===== src/rtl/periodic_lattice_neighbor_unit_defines.svh =====
// Assertion macros for the periodic lattice neighbour unit.
// Needs clk_i and rst_ni in the scope of each use.
`ifndef PERIODIC_LATTICE_NEIGHBOR_UNIT_DEFINES_SVH
`define PERIODIC_LATTICE_NEIGHBOR_UNIT_DEFINES_SVH
`ifndef NO_ASSERTIONS
`define PLNU_ASSERT_IMP(lbl, ante, cons, msg) \
  lbl: assert property (@(posedge clk_i) disable iff (!rst_ni) (ante) |-> (cons)) \
    else $error(msg);
`define PLNU_ASSERT_NXT(lbl, ante, cons, msg) \
  lbl: assert property (@(posedge clk_i) disable iff (!rst_ni) (ante) |=> (cons)) \
    else $error(msg);
`else
`define PLNU_ASSERT_IMP(lbl, ante, cons, msg)
`define PLNU_ASSERT_NXT(lbl, ante, cons, msg)
`endif
`endif


===== src/rtl/plnu_pkg.sv =====
// Shared constants and types for the periodic lattice neighbour unit.
// No dependencies.
`timescale 1ns / 1ps
package plnu_pkg;
  localparam int SITE_W       = 32;
  localparam int DIR_W        = 3;
  localparam int CFG_W        = 9;
  localparam int CFG_IDX_W    = 8;
  localparam int NUM_REGS     = 4;
  localparam int EXTENT_RESET = 16;

  typedef struct packed {
    logic full;  // skid register holds a transaction
    logic busy;  // output register holds a transaction
  } plnu_skid_stat_t;
endpackage


===== src/rtl/plnu_skid.sv =====
// Output register with a skid register behind it.
// Depends on plnu_pkg.
`timescale 1ns / 1ps
module plnu_skid import plnu_pkg::*; #(
  parameter int W = 33
) (
  input  logic            clk_i,
  input  logic            rst_ni,
  input  logic            up_valid_i,
  input  logic [W-1:0]    up_data_i,
  output logic            up_ready_o,
  output logic            dn_valid_o,
  input  logic            dn_ready_i,
  output logic [W-1:0]    dn_data_o,
  output plnu_skid_stat_t stat_o
);
  logic         out_v_q;
  logic         skid_v_q;
  logic [W-1:0] out_q;
  logic [W-1:0] skid_q;

  assign up_ready_o = !skid_v_q;

  always_ff @(posedge clk_i or negedge rst_ni) begin
    if (!rst_ni) begin
      out_v_q  <= 1'b0;
      skid_v_q <= 1'b0;
    end else if (dn_ready_i || !out_v_q) begin
      out_v_q  <= skid_v_q || up_valid_i;
      skid_v_q <= 1'b0;
    end else if (up_valid_i && !skid_v_q) begin
      skid_v_q <= 1'b1;
    end
  end

  always_ff @(posedge clk_i) begin
    if (dn_ready_i || !out_v_q) begin
      out_q <= skid_v_q ? skid_q : up_data_i;
    end else if (up_valid_i && !skid_v_q) begin
      skid_q <= up_data_i;
    end
  end

  assign dn_valid_o  = out_v_q;
  assign dn_data_o   = out_q;
  assign stat_o.full = skid_v_q;
  assign stat_o.busy = out_v_q;
endmodule


===== config.mk =====
export PLATFORM = sky130hd
export DESIGN_NAME = plnu_skid
export DESIGN_NICKNAME = d
export VERILOG_FILES = /design/src/rtl/periodic_lattice_neighbor_unit_defines.svh /design/src/rtl/plnu_pkg.sv /design/src/rtl/plnu_skid.sv
export SDC_FILE = /design/constraint.sdc
export NUM_CORES = 1
export LEC_CHECK = 0
export BUFFER_PORTS_ARGS = -buffer_cell sky130_fd_sc_hd__buf_4
export CAP_MARGIN = 10
export CORE_MARGIN = 1
export CORE_UTILIZATION = 35
export CTS_BUF_LIST = sky130_fd_sc_hd__clkbuf_8 sky130_fd_sc_hd__clkbuf_16
export DETAILED_ROUTE_END_ITERATION = 8
export PLACE_DENSITY = 0.63
export SETUP_SLACK_MARGIN = 0.2
export SYNTH_ARGS = -nofsm -noshare
export SYNTH_HDL_FRONTEND = slang
export SYNTH_SLANG_ARGS = --single-unit

===== constraint.sdc =====
create_clock -name clk_i -period 6.21 [get_ports clk_i]
set_input_delay 0.621 -clock clk_i [delete_from_list [all_inputs] [get_ports clk_i]]
set_output_delay 0.621 -clock clk_i [all_outputs]
set_load 0.02 [all_outputs]

==> run_summary.xml <==
<?xml version="1.0" encoding="UTF-8"?>
<metrics>
  <group name="timing">
    <metric name="max_freq" unit="GHz">0.419</metric>
    <metric name="tns" unit="ps">0</metric>
    <metric name="period_needed" unit="ps">2390</metric>
    <metric name="tightest_slew" unit="ps">1020</metric>
    <metric name="skew" unit="ps">5.39</metric>
    <metric name="worst_slew_margin_rel" unit="">0.317</metric>
    <metric name="whs" unit="ps">69.1</metric>
    <metric name="slew_viols_final" unit="">0</metric>
    <metric name="setup_repair_after_global_routing_missed_its_margin" unit="">false</metric>
    <metric name="timing.final.crit_share" unit="">0.384</metric>
    <metric name="setup_violations" unit="">0</metric>
    <metric name="number_of_hold_slack_violations_in_the_final_timing_report" unit="">0</metric>
  </group>
  <group name="worst_setup_path">
    <metric name="required" unit="ps">6230</metric>
    <metric name="critical_path.startpoint_type" unit="">input pin</metric>
    <metric name="sum_of_buffers_and_inverters_on_the_critical_path" unit="">2</metric>
    <metric name="crit_path_max_fanout" unit="">36</metric>
    <metric name="worst_path_most_repeated_cell" unit="">sky130_fd_sc_hd__buf_4</metric>
    <metric name="cp-startpoint" unit="">dn_ready_i</metric>
    <metric name="cp_slowest_stage_delay" unit="ps">710</metric>
    <metric name="arrival" unit="ps">2410</metric>
    <metric name="worstReg2RegStart" unit="">dn_valid_o</metric>
    <metric name="nature_of_the_critical_path_endpoint" unit="">flip-flop</metric>
    <metric name="setup.reg_to_reg.worst_slack" unit="ps">3940</metric>
    <metric name="cp_slowest_cell" unit="">sky130_fd_sc_hd__nor3b_2</metric>
    <metric name="type_of_the_setup_path_with_the_least_slack" unit="">input pin to flip-flop</metric>
    <metric name="timing.critical_path.max_delay_family" unit="">simple AND/OR/NAND/NOR gates</metric>
    <metric name="path_cells" unit="">buf_4 -&gt; nand2b_2 -&gt; nor3b_2 -&gt; buf_4</metric>
  </group>
  <group name="synth">
    <metric name="post-synth-top-area-cell" unit="">sky130_fd_sc_hd__edfxtp_1</metric>
    <metric name="syn_inst" unit="">113</metric>
    <metric name="number_of_synthesized_register_bits" unit="">68</metric>
    <metric name="synthesis.nets" unit="">150</metric>
    <metric name="count_of_flip_flops_with_a_built_in_enable_after_synthesis" unit="">66</metric>
    <metric name="synthesis.area" unit="mm²">0.00262</metric>
    <metric name="ys_types" unit="">13</metric>
    <metric name="synthTopCellsByCount" unit="">sky130_fd_sc_hd__edfxtp_1, sky130_fd_sc_hd__mux2_4, sky130_fd_sc_hd__mux2_2</metric>
    <metric name="ys.flop_type" unit="">sky130_fd_sc_hd__edfxtp_1</metric>
    <metric name="postSynth.asyncResetShare" unit="">0.0294</metric>
    <metric name="synth_warnings" unit="">0</metric>
    <metric name="synth_sequential_area_ratio" unit="">0.777</metric>
    <metric name="synthMostInstantiatedCell" unit="">sky130_fd_sc_hd__edfxtp_1</metric>
    <metric name="synth.top_cells.by_area" unit="">sky130_fd_sc_hd__edfxtp_1, sky130_fd_sc_hd__mux2_4, sky130_fd_sc_hd__mux2_2</metric>
    <metric name="syn_avg_cell_area" unit="µm²">23.1</metric>
    <metric name="synth_top_area_frac" unit="">0.758</metric>
  </group>
  <group name="final_layout">
    <metric name="fillCellCount" unit="">635</metric>
    <metric name="final_standard_cell_utilization_of_the_core" unit="">0.468</metric>
    <metric name="antennaDiodeCount" unit="">0</metric>
    <metric name="num-nets-final" unit="">230</metric>
    <metric name="drive_gt1_frac" unit="">0.631</metric>
    <metric name="layout-area-overhead-vs-synth" unit="%">29.7</metric>
    <metric name="finish.instance_area" unit="mm²">0.00339</metric>
  </group>
  <group name="clock_tree">
    <metric name="cts-htree-levels" unit="">3</metric>
    <metric name="max-clock-path-buffers" unit="">2</metric>
    <metric name="tritoncts" unit="">yes</metric>
    <metric name="clkLatencyLatePin" unit="ps">330</metric>
    <metric name="numClockSinks" unit="">68</metric>
    <metric name="hold_bufs_inserted_after_cts" unit="">0</metric>
    <metric name="root_buffer" unit="">sky130_fd_sc_hd__clkbuf_8</metric>
    <metric name="clk_pin_slew" unit="ps">70</metric>
    <metric name="ctsResizeCount" unit="">0</metric>
    <metric name="cts_post_setup_buffers_inserted" unit="">0</metric>
    <metric name="numCtsBuffers" unit="">9</metric>
  </group>
  <group name="power">
    <metric name="share_seq_of_total_power" unit="">0.567</metric>
    <metric name="switching_share" unit="">0.237</metric>
    <metric name="share_comb_of_total_power" unit="">0.134</metric>
    <metric name="total_switching_power" unit="W">0.000233</metric>
    <metric name="p_int" unit="W">0.000753</metric>
    <metric name="p_leak" unit="nW">1.34</metric>
    <metric name="p_clk_frac" unit="">0.299</metric>
    <metric name="power_density_over_cell_area" unit="mW/mm²">291</metric>
    <metric name="worst_ir_drop_vdd" unit="mV">0.143</metric>
  </group>
  <group name="floorplanning">
    <metric name="floorplan.core_area" unit="mm²">0.00725</metric>
    <metric name="design.portCount" unit="">74</metric>
    <metric name="dieHeight" unit="µm">88.4</metric>
    <metric name="rows" unit="">31</metric>
    <metric name="chipWidth" unit="µm">88.4</metric>
    <metric name="design.die.area" unit="mm²">0.00782</metric>
    <metric name="start_util" unit="">0.361</metric>
  </group>
  <group name="global_routing">
    <metric name="grtUsageTotal" unit="">0.115</metric>
    <metric name="first_global_vias" unit="">1192</metric>
    <metric name="grt_first_pass_wirelength" unit="µm">6110</metric>
    <metric name="globalRoute.busiestLayer" unit="">met2</metric>
    <metric name="globalRouteMet2Util" unit="">0.184</metric>
    <metric name="grt_util_met3" unit="">0.0504</metric>
    <metric name="largest_net_degree_at_the_start_of_global_routing" unit="">38</metric>
    <metric name="m1_gr_usage" unit="">0.132</metric>
    <metric name="grt_remaining_overflow" unit="">0</metric>
    <metric name="grt_antenna_before_repair" unit="">0</metric>
  </group>
  <group name="routing">
    <metric name="wire_per_inst" unit="µm">14.2</metric>
    <metric name="vias" unit="">1234</metric>
    <metric name="starting_drc_count_in_detailed_routing" unit="">67</metric>
    <metric name="drt-total-wl" unit="µm">4200</metric>
    <metric name="post_route_drc" unit="">0</metric>
    <metric name="post_drt_via_cell_ratio" unit="">4.15</metric>
    <metric name="number_of_antenna_violating_nets_in_the_routed_design" unit="">0</metric>
    <metric name="drt_pass1_iterations" unit="">4</metric>
  </group>
  <group name="placement">
    <metric name="area_post_placement" unit="mm²">0.00322</metric>
    <metric name="gp_congestion" unit="">0.664</metric>
    <metric name="dp_hpwl" unit="µm">2870</metric>
    <metric name="port_buffers" unit="">73</metric>
  </group>
  <group name="worst_hold_path">
    <metric name="hold_path.class" unit="">input pin to asynchronous set/reset pin</metric>
  </group>
  <group name="run">
    <metric name="drv_cap" unit="">0</metric>
  </group>
  <group name="status">
    <metric name="run_status" unit="">finished, final reports clean</metric>
  </group>
</metrics>
[area by class of cell]
type                            count  area [µm²]  share of cell area
Timing Repair Buffer               75         567               0.167
Sequential cell                    68        2030               0.599
Clock inverter                      7        35.0              0.0103
Clock buffer                        9         124              0.0365
Multi-Input combinational cell     38         505               0.149
Inverter                            1        3.75             0.00111
Tap cell                           99         124              0.0365
[kinds of logic (layout without fill, tap and decap cells)]
group | after synthesis | in the layout | share of synthesized area
buf+inv | 7 | 92 | 0.0325
flops | 68 | 68 | 0.777
mux | 33 | 33 | 0.181
simple gates | 5 | 5 | 0.00957
[state kept, by name, indices dropped and copies added, names as in the netlist]
signal      cells
skid_v_q        1
dn_valid_o      1
dn_data_o      33
skid_q         33
[power groups by stage]
stage	combinational, W	sequential, W	clock [W]
finish	0.000132	0.000560	0.000295
global route	0.000139	0.000564	0.000324
CTS	0.000133	0.000561	0.000307
detailed placement	0.000133	0.000571	0
global placement	0.000132	0.000571	0
floorplan	0.0000567	0.000589	0
[metal layers]
layer / vias up / wire length (µm)
met1: 577 / 1780
met4: 0 / 79
li1: 597 / -
met3: 7 / 310
met2: 53 / 2030
met5: - / 0
[per-stage QoR]
step | power, W | setup slack, ps | cells
after global routing | 0.00103 | 3710 | 297
final | 0.000986 | 3820 | 297
after detailed placement | 0.000704 | 2860 | 280
after CTS | 0.00100 | 3210 | 296
after floorplan | 0.000646 | 1720 | 113
after global placement | 0.000702 | 2950 | 280
[cells in the final DEF, fill, tap and decap left out, types with 2 or more instances in the layout]
cell / instances
sky130_fd_sc_hd__inv_1: 2
sky130_fd_sc_hd__edfxtp_1: 66
sky130_fd_sc_hd__mux2_4: 27
sky130_fd_sc_hd__buf_4: 74
sky130_fd_sc_hd__clkbuf_8: 9
sky130_fd_sc_hd__nor2_1: 2
sky130_fd_sc_hd__clkinv_2: 4
sky130_fd_sc_hd__mux2_2: 6
[path summary, 6_finish.rpt]
path / to / cells past startpoint
worst max register to register: skid_q[12] / 3
max in group asynchronous: skid_v_q / 1
min in group clk_i: skid_q[1] / 1
worst min-delay path: dn_valid_o / 1
worst max-delay path: skid_q[12] / 4
worst min register to register: dn_data_o[12] / 1
[worst reg2reg max path, delay by kind of cell (launching register included)]
kind / cells / cell delay [ps]
flip-flops: 1 / 380
AND/OR/NAND/NOR: 2 / 1220
buffers and inverters: 1 / 360
No activity file was read; power rests on OpenSTA's default activity.
