[config.mk]
export PLATFORM = sky130hd
export DESIGN_NAME = plnu_div
export DESIGN_NICKNAME = d
export VERILOG_FILES = /design/src/rtl/periodic_lattice_neighbor_unit_defines.svh /design/src/rtl/plnu_pkg.sv /design/src/rtl/plnu_div.sv
export SDC_FILE = /design/constraint.sdc
export NUM_CORES = 2
export LEC_CHECK = 0
export ABC_AREA = 1
export ABC_CLOCK_PERIOD_IN_PS = 2100
export BUFFER_PORTS_ARGS = -buffer_cell sky130_fd_sc_hd__buf_2
export CAP_MARGIN = 0
export CORE_MARGIN = 2
export CORE_UTILIZATION = 26
export CTS_CLUSTER_DIAMETER = 150
export DETAILED_ROUTE_END_ITERATION = 16
export SLEW_MARGIN = 20
export SYNTH_ARGS = -nofsm -noshare
export SYNTH_HDL_FRONTEND = slang
export SYNTH_SLANG_ARGS = --single-unit
[constraint.sdc]
create_clock -name clk_i -period 2.1 [get_ports clk_i]
set_clock_uncertainty 0.15 [all_clocks]
set_input_delay 0.42 -clock clk_i [delete_from_list [all_inputs] [get_ports clk_i]]
set_output_delay 0.42 -clock clk_i [all_outputs]
set_load 0.02 [all_outputs]
[src/rtl/periodic_lattice_neighbor_unit_defines.svh]
// Assertion macros for the periodic lattice neighbour unit.
// Needs clk_i and rst_ni in the scope of each use.
`ifndef PERIODIC_LATTICE_NEIGHBOR_UNIT_DEFINES_SVH
`define PERIODIC_LATTICE_NEIGHBOR_UNIT_DEFINES_SVH
`ifndef NO_ASSERTIONS
`define PLNU_ASSERT_IMP(lbl, ante, cons, msg) \
  lbl: assert property (@(posedge clk_i) disable iff (!rst_ni) (ante) |-> (cons)) \
    else $error(msg);
`define PLNU_ASSERT_NXT(lbl, ante, cons, msg) \
  lbl: assert property (@(posedge clk_i) disable iff (!rst_ni) (ante) |=> (cons)) \
    else $error(msg);
`else
`define PLNU_ASSERT_IMP(lbl, ante, cons, msg)
`define PLNU_ASSERT_NXT(lbl, ante, cons, msg)
`endif
`endif

[src/rtl/plnu_pkg.sv]
// Shared constants and types for the periodic lattice neighbour unit.
// No dependencies.
`timescale 1ns / 1ps
package plnu_pkg;
  localparam int SITE_W       = 32;
  localparam int DIR_W        = 3;
  localparam int CFG_W        = 9;
  localparam int CFG_IDX_W    = 8;
  localparam int NUM_REGS     = 4;
  localparam int EXTENT_RESET = 16;

  typedef struct packed {
    logic full;  // skid register holds a transaction
    logic busy;  // output register holds a transaction
  } plnu_skid_stat_t;
endpackage

[src/rtl/plnu_div.sv]
// Pipelined restoring divider, one quotient bit per stage, with sideband.
// Depends on plnu_pkg.
`timescale 1ns / 1ps
module plnu_div import plnu_pkg::*; #(
  parameter int EXTENT_BITS = 8,
  parameter int SIDE_W      = 8
) (
  input  logic                   clk_i,
  input  logic                   rst_ni,
  input  logic                   en_i,
  input  logic                   valid_i,
  input  logic [SITE_W-1:0]      word_i,
  input  logic [SIDE_W-1:0]      side_i,
  input  logic [EXTENT_BITS:0]   divisor_i,
  output logic                   valid_o,
  output logic [SITE_W-1:0]      quot_o,
  output logic [EXTENT_BITS-1:0] rem_o,
  output logic [SIDE_W-1:0]      side_o
);
  localparam int EB = EXTENT_BITS;

  logic [SITE_W-1:0] v_q;
  logic [SITE_W-1:0] word_q [SITE_W];
  logic [EB-1:0]     rem_q  [SITE_W];
  logic [SIDE_W-1:0] side_q [SITE_W];

  for (genvar s = 0; s < SITE_W; s++) begin : g_stage
    logic              v_in;
    logic [SITE_W-1:0] w_in;
    logic [EB-1:0]     r_in;
    logic [SIDE_W-1:0] sd_in;
    logic [EB:0]       trial;
    logic              ge;
    logic [EB-1:0]     rem_d;
    logic [SITE_W-1:0] word_d;

    if (s == 0) begin : g_first
      assign v_in  = valid_i;
      assign w_in  = word_i;
      assign r_in  = '0;
      assign sd_in = side_i;
    end else begin : g_next
      assign v_in  = v_q[s-1];
      assign w_in  = word_q[s-1];
      assign r_in  = rem_q[s-1];
      assign sd_in = side_q[s-1];
    end

    // Shift in the next dividend bit, subtract when it fits.
    always_comb begin
      trial  = {r_in, w_in[SITE_W-1]};
      ge     = (trial >= divisor_i);
      rem_d  = ge ? EB'(trial - divisor_i) : EB'(trial);
      word_d = {w_in[SITE_W-2:0], ge};
    end

    always_ff @(posedge clk_i or negedge rst_ni) begin
      if (!rst_ni) begin
        v_q[s] <= 1'b0;
      end else if (en_i) begin
        v_q[s] <= v_in;
      end
    end

    always_ff @(posedge clk_i) begin
      if (en_i) begin
        word_q[s] <= word_d;
        rem_q[s]  <= rem_d;
        side_q[s] <= sd_in;
      end
    end
  end

  assign valid_o = v_q[SITE_W-1];
  assign quot_o  = word_q[SITE_W-1];
  assign rem_o   = rem_q[SITE_W-1];
  assign side_o  = side_q[SITE_W-1];
endmodule

==> tab_implementation.tex <==
\begin{tabular}{lr}
\hline
Metric & Value \\
\hline
\multicolumn{2}{l}{\textbf{Status}} \\
Result of the run & finished clean \\
\multicolumn{2}{l}{\textbf{CTS}} \\
Clock tree from TritonCTS & built \\
H-Tree Depth & 4 \\
Clk slew on worst S/H paths & 0.06 ns \\
Clock buffers created by TritonCTS & 172 \\
Clock sink count & 1568 \\
Clk Tree Root Cell & sky130\_fd\_sc\_hd\_\_clkbuf\_16 \\
Clock insertion delay at the later pin of the skew report & 0.81 ns \\
Max clock buf depth & 3 \\
\multicolumn{2}{l}{\textbf{Pwr}} \\
Leakage power & 35.10 nW \\
Total power density per cell area & 1261 nW/um\^{}2 \\
Switching power summed over all nets & approximately 0.032 W \\
Switch share & 30.77\% \\
Seq pwr share & 40.3\% \\
Share of total power in the clock network & 29.0\% \\
Proportion of power drawn by combinational gates & 30.7\% \\
Highest ir drop seen on vdd & 0.6237 mV \\
Internal Power & 0.07295 W \\
\multicolumn{2}{l}{\textbf{Die}} \\
Starting density of the core & a little over a quarter \\
Area enclosed by the die boundary & 256600 um\^{}2 \\
Area of the placeable core & 251200 um\^{}2 \\
Chip width & 506.6 um \\
Total I/O pin count & about 100 \\
Number of standard-cell rows in the floorplan & between 150 and 200 \\
Die Y & a little over 500 um \\
\multicolumn{2}{l}{\textbf{Worst setup path}} \\
Critical path's top delay family & buffers and inverters \\
Crit path kind & input port to flip-flop \\
Category of the worst setup path capture point & flip-flop \\
Nature of the critical path startpoint & input port \\
CP cell instances & buf\_2, dlygate4sd3\_1, nor2\_2, dlygate4sd3\_1, a31oi\_1, dlygate4sd3\_1 \\
CP dominant cell by count & sky130\_fd\_sc\_hd\_\_dlygate4sd3\_1 \\
Highest cell delay on the worst timing path & 0.62 ns \\
Master of the slowest instance on the critical path & sky130\_fd\_sc\_hd\_\_dlygate4sd3\_1 \\
Maximum fanout encountered on the critical timing path & 3 \\
WP data arrival & 2.49 ns \\
Data required, critical path & 2.50 ns \\
Number of buffers and inverters on the critical path & 4 \\
\multicolumn{2}{l}{\textbf{Synth}} \\
Total number of yosys warnings & 0 \\
Post-Syn Nets & between 5k and 6k \\
Proportion of synthesized chip area in sequential cells & 71.45\% \\
Distinct cell type count of the synthesized netlist & 35 \\
Post-synthesis cell count & 5134 \\
Yosys reg bits & 1568 \\
Portion of synthesized cell area occupied by the leading cell type & 70.23\% \\
Total standard cell area after synthesis & 65670 um\^{}2 \\
Average cell area after synthesis & roughly 13 um\^{}2 \\
Library cell with the largest summed area after synthesis & sky130\_fd\_sc\_hd\_\_edfxtp\_1 \\
Cells taking the most area after synthesis & sky130\_fd\_sc\_hd\_\_edfxtp\_1 (70\%), sky130\_fd\_sc\_hd\_\_nand2\_1 (8.4\%), sky130\_fd\_sc\_hd\_\_ha\_1 (5.4\%) \\
\multicolumn{2}{l}{\textbf{Layout}} \\
Filler-free cell count of the finished design & 9621 \\
Filler cells & 24.57k \\
Footprint of the multi-input gates & 17200 um\^{}2 \\
Share of post-route cells with drive strength above 1 & 21.24\% \\
Area occupied by registers & between 40000 and 50000 um\^{}2 \\
Final Instance Area & 83590 um\^{}2 \\
Synthesis-to-finish area growth & 27.29\% \\
Number of nets at the end of the flow & 6498 \\
\multicolumn{2}{l}{\textbf{Timing}} \\
Worst-case setup margin in the final layout & 0.01333 ns \\
Maximum operating frequency & 479.2 MHz \\
Number of failing setup endpoints in the final timing report & 0 \\
Hold violation count in the final report & 0 \\
Tmin final & 2.087 ns \\
Count of final max-slew check failures & 0 \\
Relative slew margins & 52.04\% \\
Final Cycle Share & 99.37\% \\
Slew @ Worst Pin & around 0.7 ns \\
Unrepaired setup endpoints after global routing & true \\
\multicolumn{2}{l}{\textbf{Route}} \\
Routed len/inst & 13.27 um \\
Detailed router's first-iteration violation count & 2622 \\
Vias after detailed routing & about 39k \\
Vias per std cell & 4.066 \\
Total Routed Length & 127600 um \\
First-pass detailed-route iteration total & 5 \\
Residual DRC count & 0 \\
Number of nets with antenna violations after routing & 0 \\
\multicolumn{2}{l}{\textbf{Placement}} \\
Last weighted congestion value of the routability-driven placer & 0.8287 \\
Number of placed cells counting well taps & slightly above 9k \\
Input/output buffers & roughly 100 \\
Half-perimeter wire length after placement & 86450 um \\
Pre-CTS WS & -0.5676 ns \\
Placed cell area & 76050 um\^{}2 \\
\multicolumn{2}{l}{\textbf{Global routing}} \\
Maximum number of pins on one net before global-route repair & 87 \\
Initial antenna violation count & 2 \\
First-pass GRT wire length & 205300 um \\
Via count of the first global-routing pass & 39.28k \\
Overall Global Routing Usage & 9.868\% \\
Remaining Overflow, GRT & 0 \\
\multicolumn{2}{l}{\textbf{Hold path}} \\
Worst Hold Class & input port to flip-flop \\
\multicolumn{2}{l}{\textbf{Run}} \\
Number of maximum-capacitance constraint violations & 0 \\
\hline
\end{tabular}
state kept, by name, summed over array words and instances, names as in the netlist:
| register | cells |
|---|---|
| g_stage.v_in | 31 |
| rem_q | 256 |
| side_q | 256 |
| valid_o | 1 |
| word_q | 1024 |
cells in the mapped netlist, drive strengths merged:
cell type and instances:
xor2 54, nand3b 19, nor3 4, nand4 75
a31oi 3, nand3 478, inv 669, fa 31
buf 3, clkbuf 5, mux2 2, o21ai 16
ha 281, nor2 200, or2 5, edfxtp 1536
a21oi 133, nand2 1549, dfrtp 32, xnor2 39
per-stage QoR:
step / util [%] / TNS (ns) / total power [W] / hold WS (ns)
6_report: 33.28 / 0 / 0.1054 / 0.07771
5_1_grt: 33.28 / -0.3168 / 0.1127 / 0.03949
4_1_cts: 32.81 / -0.02575 / 0.1053 / 0.00009326
3_5_place_dp: 30.28 / -130.74 / 0.07375 / 0.2545
3_3_place_gp: 30.28 / -124.18 / 0.07327 / 0.2503
2_1_floorplan: - / -61.53 / 0.06095 / -0.02559
worst register-to-register path, cell delays in order, from the launching register on:
cell,delay [ns]
sky130_fd_sc_hd__edfxtp_1,0.46
sky130_fd_sc_hd__ha_1,0.33
sky130_fd_sc_hd__nand2_1,0.13
sky130_fd_sc_hd__inv_1,0.08
sky130_fd_sc_hd__a21oi_1,0.23
sky130_fd_sc_hd__nand4_4,0.20
sky130_fd_sc_hd__nand2_1,0.13
sky130_fd_sc_hd__nand2_1,0.06
area by class of cell:
| type | count | share of cell area (%) |
|---|---|---|
| Sequential cell | 1568 | 56.13 |
| Multi-Input combinational cell | 2890 | 20.58 |
| Timing Repair Buffer | 832 | 8.258 |
| Clock buffer | 205 | 5.421 |
| Tap cell | 3348 | 5.011 |
| Inverter | 669 | 3.055 |
| Clock inverter | 108 | 1.537 |
| Antenna cell | 1 | 0.002994 |
final timing paths:
| check | start | end | slack (ns) | depth (start not counted) |
|---|---|---|---|---|
| worst max-delay path | divisor_i[3] | rem_q[0][4] | 0.01 | 6 |
| worst min-delay path | divisor_i[8] | rem_q[0][6] | 0.08 | 4 |
| worst max register to register | rem_q[0][118] | rem_q[0][123] | 0.06 | 7 |
| worst min register to register | side_q[0][6] | side_q[1][6] | 0.22 | 0 |
| max in group asynchronous | rst_ni | g_stage[4].v_in | 1.02 | 4 |
| min in group asynchronous | rst_ni | g_stage[16].v_in | 0.39 | 3 |
power by group through the flow:
stage | Clock [W] | Combinational [W] | Sequential (W)
floorplan | 0 | 0.0190 | 0.0420
global placement | 0 | 0.0304 | 0.0429
detailed placement | 0 | 0.0308 | 0.0429
CTS | 0.0319 | 0.0311 | 0.0423
global route | 0.0331 | 0.0368 | 0.0428
finish | 0.0306 | 0.0324 | 0.0424
layer usage:
| metal | vias to the layer above | global-route usage [%] | share of wire, % |
|---|---|---|---|
| met3 | 274 | 2.061 | 4.4 |
| met4 | 0 | 3.507 | 3.0 |
| met1 | 18497 | 13.22 | 47 |
| met2 | 652 | 15.77 | 46 |
| met5 | - | 0 | 0 |
| li1 | 19698 | - | - |
cells by family (layout without fill, tap and decap cells):
group / Yosys count / after routing / synth area share [%]
AND/OR/NAND/NOR: 2330 / 2331 / 15.89
buffers and inverters: 677 / 1814 / 3.894
adder cells (fa/ha/maj): 312 / 312 / 6.299
XOR/XNOR: 93 / 93 / 1.240
AO/OA/AOI/OAI: 152 / 152 / 1.193
other: 0 / 1 / 0
multiplexers: 2 / 2 / 0.03429
flip-flops: 1568 / 1568 / 71.45
cells in the final DEF, fill, tap and decap left out, drive strengths merged:
cell,Yosys,layout
edfxtp,1536,1536
bufinv,0,21
nand3b,19,19
buf,3,783
clkbuf,5,205
clkinv,0,68
a21oi,133,133
xor2,54,54
inv,669,674
a31oi,3,3
nand2,1549,1549
or2,5,5
xnor2,39,39
mux2,2,2
dfrtp,32,32
clkinvlp,0,14
ha,281,281
nand4,75,76
o21ai,16,16
nor3,4,4
nand3,478,478
dlygate4sd3,0,49
diode,0,1
nor2,200,200
fa,31,31
what timing repair did:
| item | in CTS | in global routing |
|---|---|---|
| hold endpoints to repair | 109 | 0 |
| hold buffers | 50 | 0 |
| setup buffers | 2 | 24 |
| endpoints found under the setup margin | 11 | 181 |
| resized for setup | 3 | 123 |
| pin swaps | 1 | 9 |
| cloned | 0 | 1 |
(Power assumes the default switching activity.)
