$ cat config.mk
export PLATFORM = sky130hd
export DESIGN_NAME = plnu_recode
export DESIGN_NICKNAME = d
export VERILOG_FILES = /design/src/rtl/periodic_lattice_neighbor_unit_defines.svh /design/src/rtl/plnu_pkg.sv /design/src/rtl/plnu_recode.sv
export SDC_FILE = /design/constraint.sdc
export NUM_CORES = 1
export LEC_CHECK = 0
export BUFFER_PORTS_ARGS = -buffer_cell sky130_fd_sc_hd__buf_2
export CORE_MARGIN = 4
export CORE_UTILIZATION = 59
export CTS_BUF_LIST = sky130_fd_sc_hd__clkbuf_2 sky130_fd_sc_hd__clkbuf_4 sky130_fd_sc_hd__clkbuf_8
export CTS_CLUSTER_SIZE = 28
export DETAILED_ROUTE_END_ITERATION = 7
export HOLD_SLACK_MARGIN = 0.12
export PLACE_DENSITY = 0.8
export SETUP_SLACK_MARGIN = 0.3
export SLEW_MARGIN = 20
export SYNTH_ARGS = -nofsm -noshare
export SYNTH_HDL_FRONTEND = slang
export SYNTH_SLANG_ARGS = --single-unit
$ cat constraint.sdc
create_clock -name clk_i -period 5.31 [get_ports clk_i]
set_clock_uncertainty 0.2 [all_clocks]
set_input_delay 0.2655 -clock clk_i [delete_from_list [all_inputs] [get_ports clk_i]]
set_output_delay 0.2655 -clock clk_i [all_outputs]
set_load 0.01 [all_outputs]
$ cat src/rtl/periodic_lattice_neighbor_unit_defines.svh
// Assertion macros for the periodic lattice neighbour unit.
// Needs clk_i and rst_ni in the scope of each use.
`ifndef PERIODIC_LATTICE_NEIGHBOR_UNIT_DEFINES_SVH
`define PERIODIC_LATTICE_NEIGHBOR_UNIT_DEFINES_SVH
`ifndef NO_ASSERTIONS
`define PLNU_ASSERT_IMP(lbl, ante, cons, msg) \
  lbl: assert property (@(posedge clk_i) disable iff (!rst_ni) (ante) |-> (cons)) \
    else $error(msg);
`define PLNU_ASSERT_NXT(lbl, ante, cons, msg) \
  lbl: assert property (@(posedge clk_i) disable iff (!rst_ni) (ante) |=> (cons)) \
    else $error(msg);
`else
`define PLNU_ASSERT_IMP(lbl, ante, cons, msg)
`define PLNU_ASSERT_NXT(lbl, ante, cons, msg)
`endif
`endif

$ cat src/rtl/plnu_pkg.sv
// Shared constants and types for the periodic lattice neighbour unit.
// No dependencies.
`timescale 1ns / 1ps
package plnu_pkg;
  localparam int SITE_W       = 32;
  localparam int DIR_W        = 3;
  localparam int CFG_W        = 9;
  localparam int CFG_IDX_W    = 8;
  localparam int NUM_REGS     = 4;
  localparam int EXTENT_RESET = 16;

  typedef struct packed {
    logic full;  // skid register holds a transaction
    logic busy;  // output register holds a transaction
  } plnu_skid_stat_t;
endpackage

$ cat src/rtl/plnu_recode.sv
// Step one coordinate with wrap, then re-encode through multiply-add stages.
// Depends on plnu_pkg.
`timescale 1ns / 1ps
module plnu_recode import plnu_pkg::*; #(
  parameter int NUM_AXES    = 4,
  parameter int EXTENT_BITS = 8
) (
  input  logic                              clk_i,
  input  logic                              rst_ni,
  input  logic                              en_i,
  input  logic                              valid_i,
  input  logic [SITE_W-1:0]                 site_i,
  input  logic signed [DIR_W-1:0]           dir_i,
  input  logic [NUM_AXES*EXTENT_BITS-1:0]   coord_i,
  input  logic [NUM_AXES*(EXTENT_BITS+1)-1:0] ext_i,
  output logic                              valid_o,
  output logic [SITE_W-1:0]                 nbr_o,
  output logic                              bad_o
);
  localparam int EB = EXTENT_BITS;
  localparam int N  = NUM_AXES;
  localparam int CW = N * EB;
  localparam int NM = N - 1;

  // Step stage
  logic          bad_d;
  logic [CW-1:0] c_d;

  always_comb begin
    int d;
    logic [EB:0]   e;
    logic [EB-1:0] c;
    logic [EB-1:0] e_m1;
    d     = int'(dir_i);
    bad_d = 1'b1;
    c_d   = coord_i;
    for (int k = 0; k < N; k++) begin
      e    = ext_i[k*(EB+1) +: EB+1];
      c    = coord_i[k*EB +: EB];
      e_m1 = EB'(e - 1'b1);
      if (d == k) begin
        bad_d          = 1'b0;
        c_d[k*EB +: EB] = (c == e_m1) ? '0 : EB'(c + 1'b1);
      end else if (d == -k - 1) begin
        bad_d          = 1'b0;
        c_d[k*EB +: EB] = (c == '0) ? e_m1 : EB'(c - 1'b1);
      end
    end
  end

  logic              va_q;
  logic              bada_q;
  logic [SITE_W-1:0] sitea_q;
  logic [CW-1:0]     ca_q;

  always_ff @(posedge clk_i or negedge rst_ni) begin
    if (!rst_ni) begin
      va_q <= 1'b0;
    end else if (en_i) begin
      va_q <= valid_i;
    end
  end

  always_ff @(posedge clk_i) begin
    if (en_i) begin
      bada_q  <= bad_d;
      sitea_q <= site_i;
      ca_q    <= c_d;
    end
  end

  // Horner stages, slowest axis first
  logic [NM-1:0]     vm_q;
  logic [NM-1:0]     badm_q;
  logic [SITE_W-1:0] sitem_q [NM];
  logic [SITE_W-1:0] acc_q   [NM];
  logic [CW-1:0]     cm_q    [NM];

  for (genvar j = 0; j < NM; j++) begin : g_mac
    localparam int K = N - 1 - j;
    logic              v_in;
    logic              bad_in;
    logic [SITE_W-1:0] site_in;
    logic [SITE_W-1:0] acc_in;
    logic [CW-1:0]     c_in;
    logic [SITE_W-1:0] acc_d;

    if (j == 0) begin : g_first
      assign v_in    = va_q;
      assign bad_in  = bada_q;
      assign site_in = sitea_q;
      assign c_in    = ca_q;
      assign acc_in  = SITE_W'(ca_q[(N-1)*EB +: EB]);
    end else begin : g_next
      assign v_in    = vm_q[j-1];
      assign bad_in  = badm_q[j-1];
      assign site_in = sitem_q[j-1];
      assign c_in    = cm_q[j-1];
      assign acc_in  = acc_q[j-1];
    end

    // Wraps modulo 2^32, which is all the output keeps.
    assign acc_d = SITE_W'(acc_in * SITE_W'(ext_i[(K-1)*(EB+1) +: EB+1]))
                 + SITE_W'(c_in[(K-1)*EB +: EB]);

    always_ff @(posedge clk_i or negedge rst_ni) begin
      if (!rst_ni) begin
        vm_q[j] <= 1'b0;
      end else if (en_i) begin
        vm_q[j] <= v_in;
      end
    end

    always_ff @(posedge clk_i) begin
      if (en_i) begin
        badm_q[j]  <= bad_in;
        sitem_q[j] <= site_in;
        cm_q[j]    <= c_in;
        acc_q[j]   <= acc_d;
      end
    end
  end

  // A bad direction passes the site through untouched.
  assign valid_o = vm_q[NM-1];
  assign bad_o   = badm_q[NM-1];
  assign nbr_o   = badm_q[NM-1] ? sitem_q[NM-1] : acc_q[NM-1];
endmodule

==> out/results.tsv, run 1 <==
metric	value	unit
fp.dieH	221	um
status	finished with violations	
path_class	flop to flop	
rsz0062_at_grt	yes	
cp.depth	20	
period_minus_slack	5960	ps
synth-async-reset-ratio	0.0148	
synth_edf_count	267	
slew_viol_final	0	
hold_class	input pin to flop	
yosysTopAreaCell	edfxtp_1	
critical_path.startpoint	acc_q[0][39]	
cp-start-kind	flop	
rr_startpoint	acc_q[0][39]	
drc	0	
dpl_cell_area	29500	um2
placementRows	77	
critPathMaxFanout	4	
ys_types	66	
cts_max_path_buffers	3	
ys.flop_type	edfxtp_1	
netlist_area	26800	um2
dp_hpwl	48.1	mm
cts_sinks	271	
r2r_cells	20	
max_freq	0.168	GHz
numCtsBuffers	47	
finalWirelength	73.9	mm
worst_setup_path_end_kind	flop	
grt_usage	0.272	
ant_nets	0	
syn_to_final_growth	23.1	%
fin_area	33000	um2
yosysWarnings	0	
final_common_cell	inv_1	
crit_arrival	6160	ps
vias	20841	
worst_path_max_delay_cell	fa_1	
cts-root-buf	clkbuf_8	
ys_seq_area_frac	0.302	
hold_viol_final	0	
grt_pass1_vias	21613	
port_buffers	139	
path_clk_slew	80	ps
ios	141	
die_area	49000	um2
max_cap_viol_count	0	
cp_num_buf_inv	4	
dr.first_iter.drc_count	1803	
cp_data_required_time	5510	ps
syn_inst	2533	
cts_tree	yes	
critical_path.cell_chain	nand2_1, fa_1, inv_2, fa_1, inv_2, fa_1, fa_1, inv_1, fa_2, ha_4, nor2_4, nor3b_4, a41oi_2, nor4_4, o31ai_4, a21oi_2, nor2b_1, buf_4, o21ai_1, xor2_1	
synth_fp_nets	3196	
finish.net_count	3637	
antenna_found_initial	9	
worstMarginPinSlew	1120	ps
utilization	0.741	
wl_per_cell	20.5	um
worstSkewPairLatency	650	ps
relSlewSlack	0.245	
finalWorstSetupSlack	-647	ps
violations	setup timing	
dp_cells	3333	
post-route-period-util	1.12	
tns	-8940	ps
core_area	44600	um2
grt_pass1_wl	109	mm
final_cells	3609	
drt_pre_antenna_iters	6	
routed_via_density	5.77	
finalSetupViolCount	29	
final_cell_mix	inv_1 (364), fa_1 (339), nand2_1 (293)	
crit_family	adder cells	
fill_cells	2757	
grt_overflow	0	
ff2ff_setup_slack	-650	ps
yosys_register_bits	271	
start_util	0.602	
htree_levels	2	
drive_gt1_frac	0.224	
syn_avg_cell_area	10.6	um2
endpoint	acc_q[0][89]	
synth_top_area_frac	0.299	
path_common_cell	fa_1	
grt_max_degree	114	
r2r_end	acc_q[0][89]	
die_w	221	um
max_stage_delay	570	ps
gp_congestion	0.918	
ys_top_cells_by_area	edfxtp_1 (30%), fa_1 (26%), ha_1 (9.7%)	
==> cell families after synthesis <==
family                     synth area share
and+or+nand+nor                       0.142
AOI/OAI and AO/OA                    0.0663
xor gates and xnor gates             0.0493
DFF                                   0.302
adders and majority gates             0.357
other                              0.000140
muxes                                0.0155
buffers and inverters                0.0677
==> cells in the mapped netlist, types with 3 or more instances <==
cell type,n
nor3_1,44
a21oi_1,66
xnor2_1,97
o221ai_1,6
edfxtp_1,267
nor4_1,6
o22ai_1,14
and2_1,234
nor3b_1,7
o31ai_2,3
buf_1,9
and3_1,14
o311ai_0,6
o21ai_0,54
a22oi_1,10
a211oi_1,5
inv_1,373
fa_1,349
or3_1,10
or2_2,7
a31oi_1,8
ha_1,207
nand3_1,36
dfrtp_1,4
nor2_1,70
nand2_1,305
xor2_1,54
a32oi_1,9
clkbuf_1,102
o21bai_1,13
mux2_2,36
o31ai_1,7
nand3b_1,7
or4_1,3
nor2b_1,11
nand2b_1,3
o21a_1,7
a21o_1,21
o211ai_1,8
a211o_1,3
a21boi_0,3
==> timing repair <==
item	CTS	global route
gates resized for setup	83	97
endpoints found under the hold margin	176	0
hold buffers	100	0
endpoints found under the setup margin	33	42
pin swaps	77	81
buffers inserted	53	31
==> how the worst min path moves through the flow <==
stage / depth (start not counted) / start / end / slack, ps
final: 2 / site_i[15] / g_mac[0].site_in[15] / 150
after global routing: 2 / site_i[15] / g_mac[0].site_in[15] / 150
after CTS: 5 / ext_i[9] / ca_q[8] / 120
after detailed placement: 1 / rst_ni / valid_o / -120
after global placement: 1 / rst_ni / valid_o / -130
after floorplan: 0 / rst_ni / g_mac[0].v_in / -230
==> sequential cells by signal (all words and copies together) (netlist names) <==
| name | cells |
|---|---|
| valid_o | 1 |
| ca_q | 32 |
| g_mac.bad_in | 2 |
| bada_q | 1 |
| g_mac.site_in | 32 |
| sitem_q | 96 |
| g_mac.v_in | 3 |
| bad_o | 1 |
| acc_q | 79 |
| cm_q | 24 |
==> layout make-up <==
class | instances | area (um2) | area share
Sequential cell | 271 | 8120 | 0.246
Tap cell | 592 | 741 | 0.0224
Antenna cell | 6 | 15.0 | 0.000454
Inverter | 373 | 1400 | 0.0424
Clock buffer | 53 | 692 | 0.0209
Multi-Input combinational cell | 1778 | 17900 | 0.540
Timing Repair Buffer | 503 | 3860 | 0.117
Clock inverter | 33 | 364 | 0.0110
==> metrics by stage <==
step | hold slack [ps] | setup WS, ps
after detailed placement | -118 | -407
after CTS | 120 | -259
after global routing | 146 | -704
final | 151 | -647
after floorplan | -230 | -156
after global placement | -132 | -256
==> routing by layer <==
metal | GRT usage | wire length [um] | part of all wire | vias to the layer above
met5 | 0 | 43 | 0.00058 | -
met4 | 0.115 | 4440 | 0.060 | 8
met3 | 0.0459 | 4790 | 0.065 | 309
met2 | 0.499 | 38400 | 0.52 | 1052
met1 | 0.315 | 26200 | 0.35 | 10333
li1 | - | - | - | 9139
==> worst register-to-register path: cells and delay by family (launching register included) <==
family	cells	cell delay [ps]
fa+ha+maj	6	2900
simple gates	5	990
compound gates	4	820
flops	1	370
buf+inv	4	340
xor+xnor	1	100
Power of run 1 is left out: the tool's default activity adds up to more than one toggle a clock period on the data nets, which glitch-free logic cannot reach.
==> run 2: changes to the inputs <==
Settings changed: CORE_ASPECT_RATIO set to 0.75, REMOVE_ABC_BUFFERS set to 1.
==> run 2 against run 1 <==
  * Setup slack gained 250 ps
  * Cell count fell by 1.8%
  * Largest cell class unchanged
  * The run still ends with setup timing left
  * Count of clock-buffer cells in the layout rose by 1
  * Core utilization decreased by 2.0 points
  * Non-clock buffer count decreased by 43
  * Sequential cell count unchanged
  * Sequential share of layout area grew 0.54 points
  * Via count is 4.5% lower
  * Global-route usage fell by 1.8 points
  * Register-to-register slack improved by 250 ps
  * First-iteration DRC count is 15% lower
  * Routed wire length shrank 13%
==> out/results.tsv, run 2 (synthesis gave the netlist of run 1 again) <==
metric	value	unit
status	finished with violations	
violations	setup timing	
dp_hpwl	46.6	mm
placementRows	67	
die_area	49000	um2
wl_per_cell	18.2	um
grt_pass1_wl	101	mm
die_w	254	um
grt_overflow	0	
dp_cells	3317	
final_cells	3545	
start_util	0.598	
syn_to_final_growth	20.5	%
fill_cells	2914	
final_common_cell	inv_1	
period_minus_slack	5710	ps
finalWorstSetupSlack	-397	ps
slew_viol_final	0	
critPathMaxFanout	4	
htree_levels	2	
max_cap_viol_count	0	
finalSetupViolCount	24	
ant_nets	0	
worst_setup_path_end_kind	flop	
final_cell_mix	inv_1 (356), fa_1 (335), nand2_1 (295)	
worstSkewPairLatency	590	ps
finalHoldWorstSlack	144	ps
antenna_found_initial	2	
tns	-4670	ps
post-route-period-util	1.07	
finalWirelength	64.4	mm
gp_congestion	0.956	
worstMarginPinSlew	1140	ps
drc	0	
cts_tree	yes	
max_freq	0.175	GHz
cp-start-kind	flop	
path_clk_slew	60	ps
relSlewSlack	0.231	
largest-register	sitem_q	
grt_usage	0.254	
rsz0062_at_grt	yes	
biggestRegsByFlops	sitem_q x96, acc_q x79	
core_area	44800	um2
cp_data_required_time	5430	ps
routed_via_density	5.61	
cts_sinks	271	
hold_class	input pin to flop	
drive_gt1_frac	0.215	
largest_register_ffs	96	
multiInputGateArea	17800	um2
fp.dieH	193	um
cts_max_path_buffers	3	
vias	19903	
numCtsBuffers	44	
cts-root-buf	clkbuf_8	
finish.net_count	3591	
ff_latch_area	8120	um2
port_buffers	139	
dr.first_iter.drc_count	1541	
hold_viol_final	0	
ios	141	
grt_max_degree	129	
crit_arrival	5820	ps
path_class	flop to flop	
grt_pass1_vias	20770	
dpl_worst_slack	-725	ps
drt_pre_antenna_iters	7	
==> run 2: timing repair <==
action	in CTS	in global routing
endpoints found under the hold margin	158	0
setup endpoints to repair	35	38
gates resized for setup	123	86
hold buffers	89	0
setup buffers	28	34
pin swaps	81	84
==> run 2: final timing paths <==
check                                    start            end  slack, ps  cells past startpoint
max reg2reg                       acc_q[0][38]   acc_q[0][93]       -400                     20
max                               acc_q[0][38]   acc_q[0][93]       -400                     20
min                                  ext_i[18]    acc_q[0][0]        140                      3
max in group asynchronous               rst_ni  g_mac[0].v_in       4370                      3
min reg2reg                g_mac[0].site_in[7]  sitem_q[0][7]        210                      0
min in group asynchronous               rst_ni  g_mac[1].v_in        380                      3
==> run 2: worst max-delay path, cell delays in order, from the launching register on <==
cell and delay [ps]:
edfxtp_1 400, nand2_2 70, fa_1 520, inv_2 50, fa_1 530, inv_2 40, fa_1 460, fa_1 490
inv_1 50, fa_1 490, ha_4 210, nor3_1 330, o21ai_2 160, a41oi_2 190, buf_4 160, nor4_4 50
o31ai_2 310, a21oi_2 150, o21ai_2 210, mux2i_1 240, o2111ai_1 130
==> run 2: layer usage <==
layer / GRT usage / part of all wire / wire, um
met5: 0 / 0.00016 / 10
met4: 0.0639 / 0.022 / 1400
met3: 0.0516 / 0.077 / 4940
met2: 0.429 / 0.49 / 31600
met1: 0.339 / 0.41 / 26400
==> run 2: metrics by stage <==
| step | instance area, um2 | util |
|---|---|---|
| final | 32300 | 0.721 |
| after global routing | 32300 | 0.721 |
| after CTS | 31700 | 0.706 |
| after detailed placement | 29200 | 0.650 |
| after global placement | 29200 | 0.650 |
| after floorplan | 26400 | - |
==> run 2: layout make-up <==
| class | count | share of cell area |
|---|---|---|
| inverters | 373 | 0.0433 |
| repair buffers | 460 | 0.107 |
| clock inverters | 22 | 0.00449 |
| multi-input cells | 1778 | 0.550 |
| flip-flops and latches | 271 | 0.251 |
| well taps | 586 | 0.0227 |
| diodes | 1 | 0.0000774 |
| clock buffers | 54 | 0.0210 |
Power of run 2 is left out for the same reason.
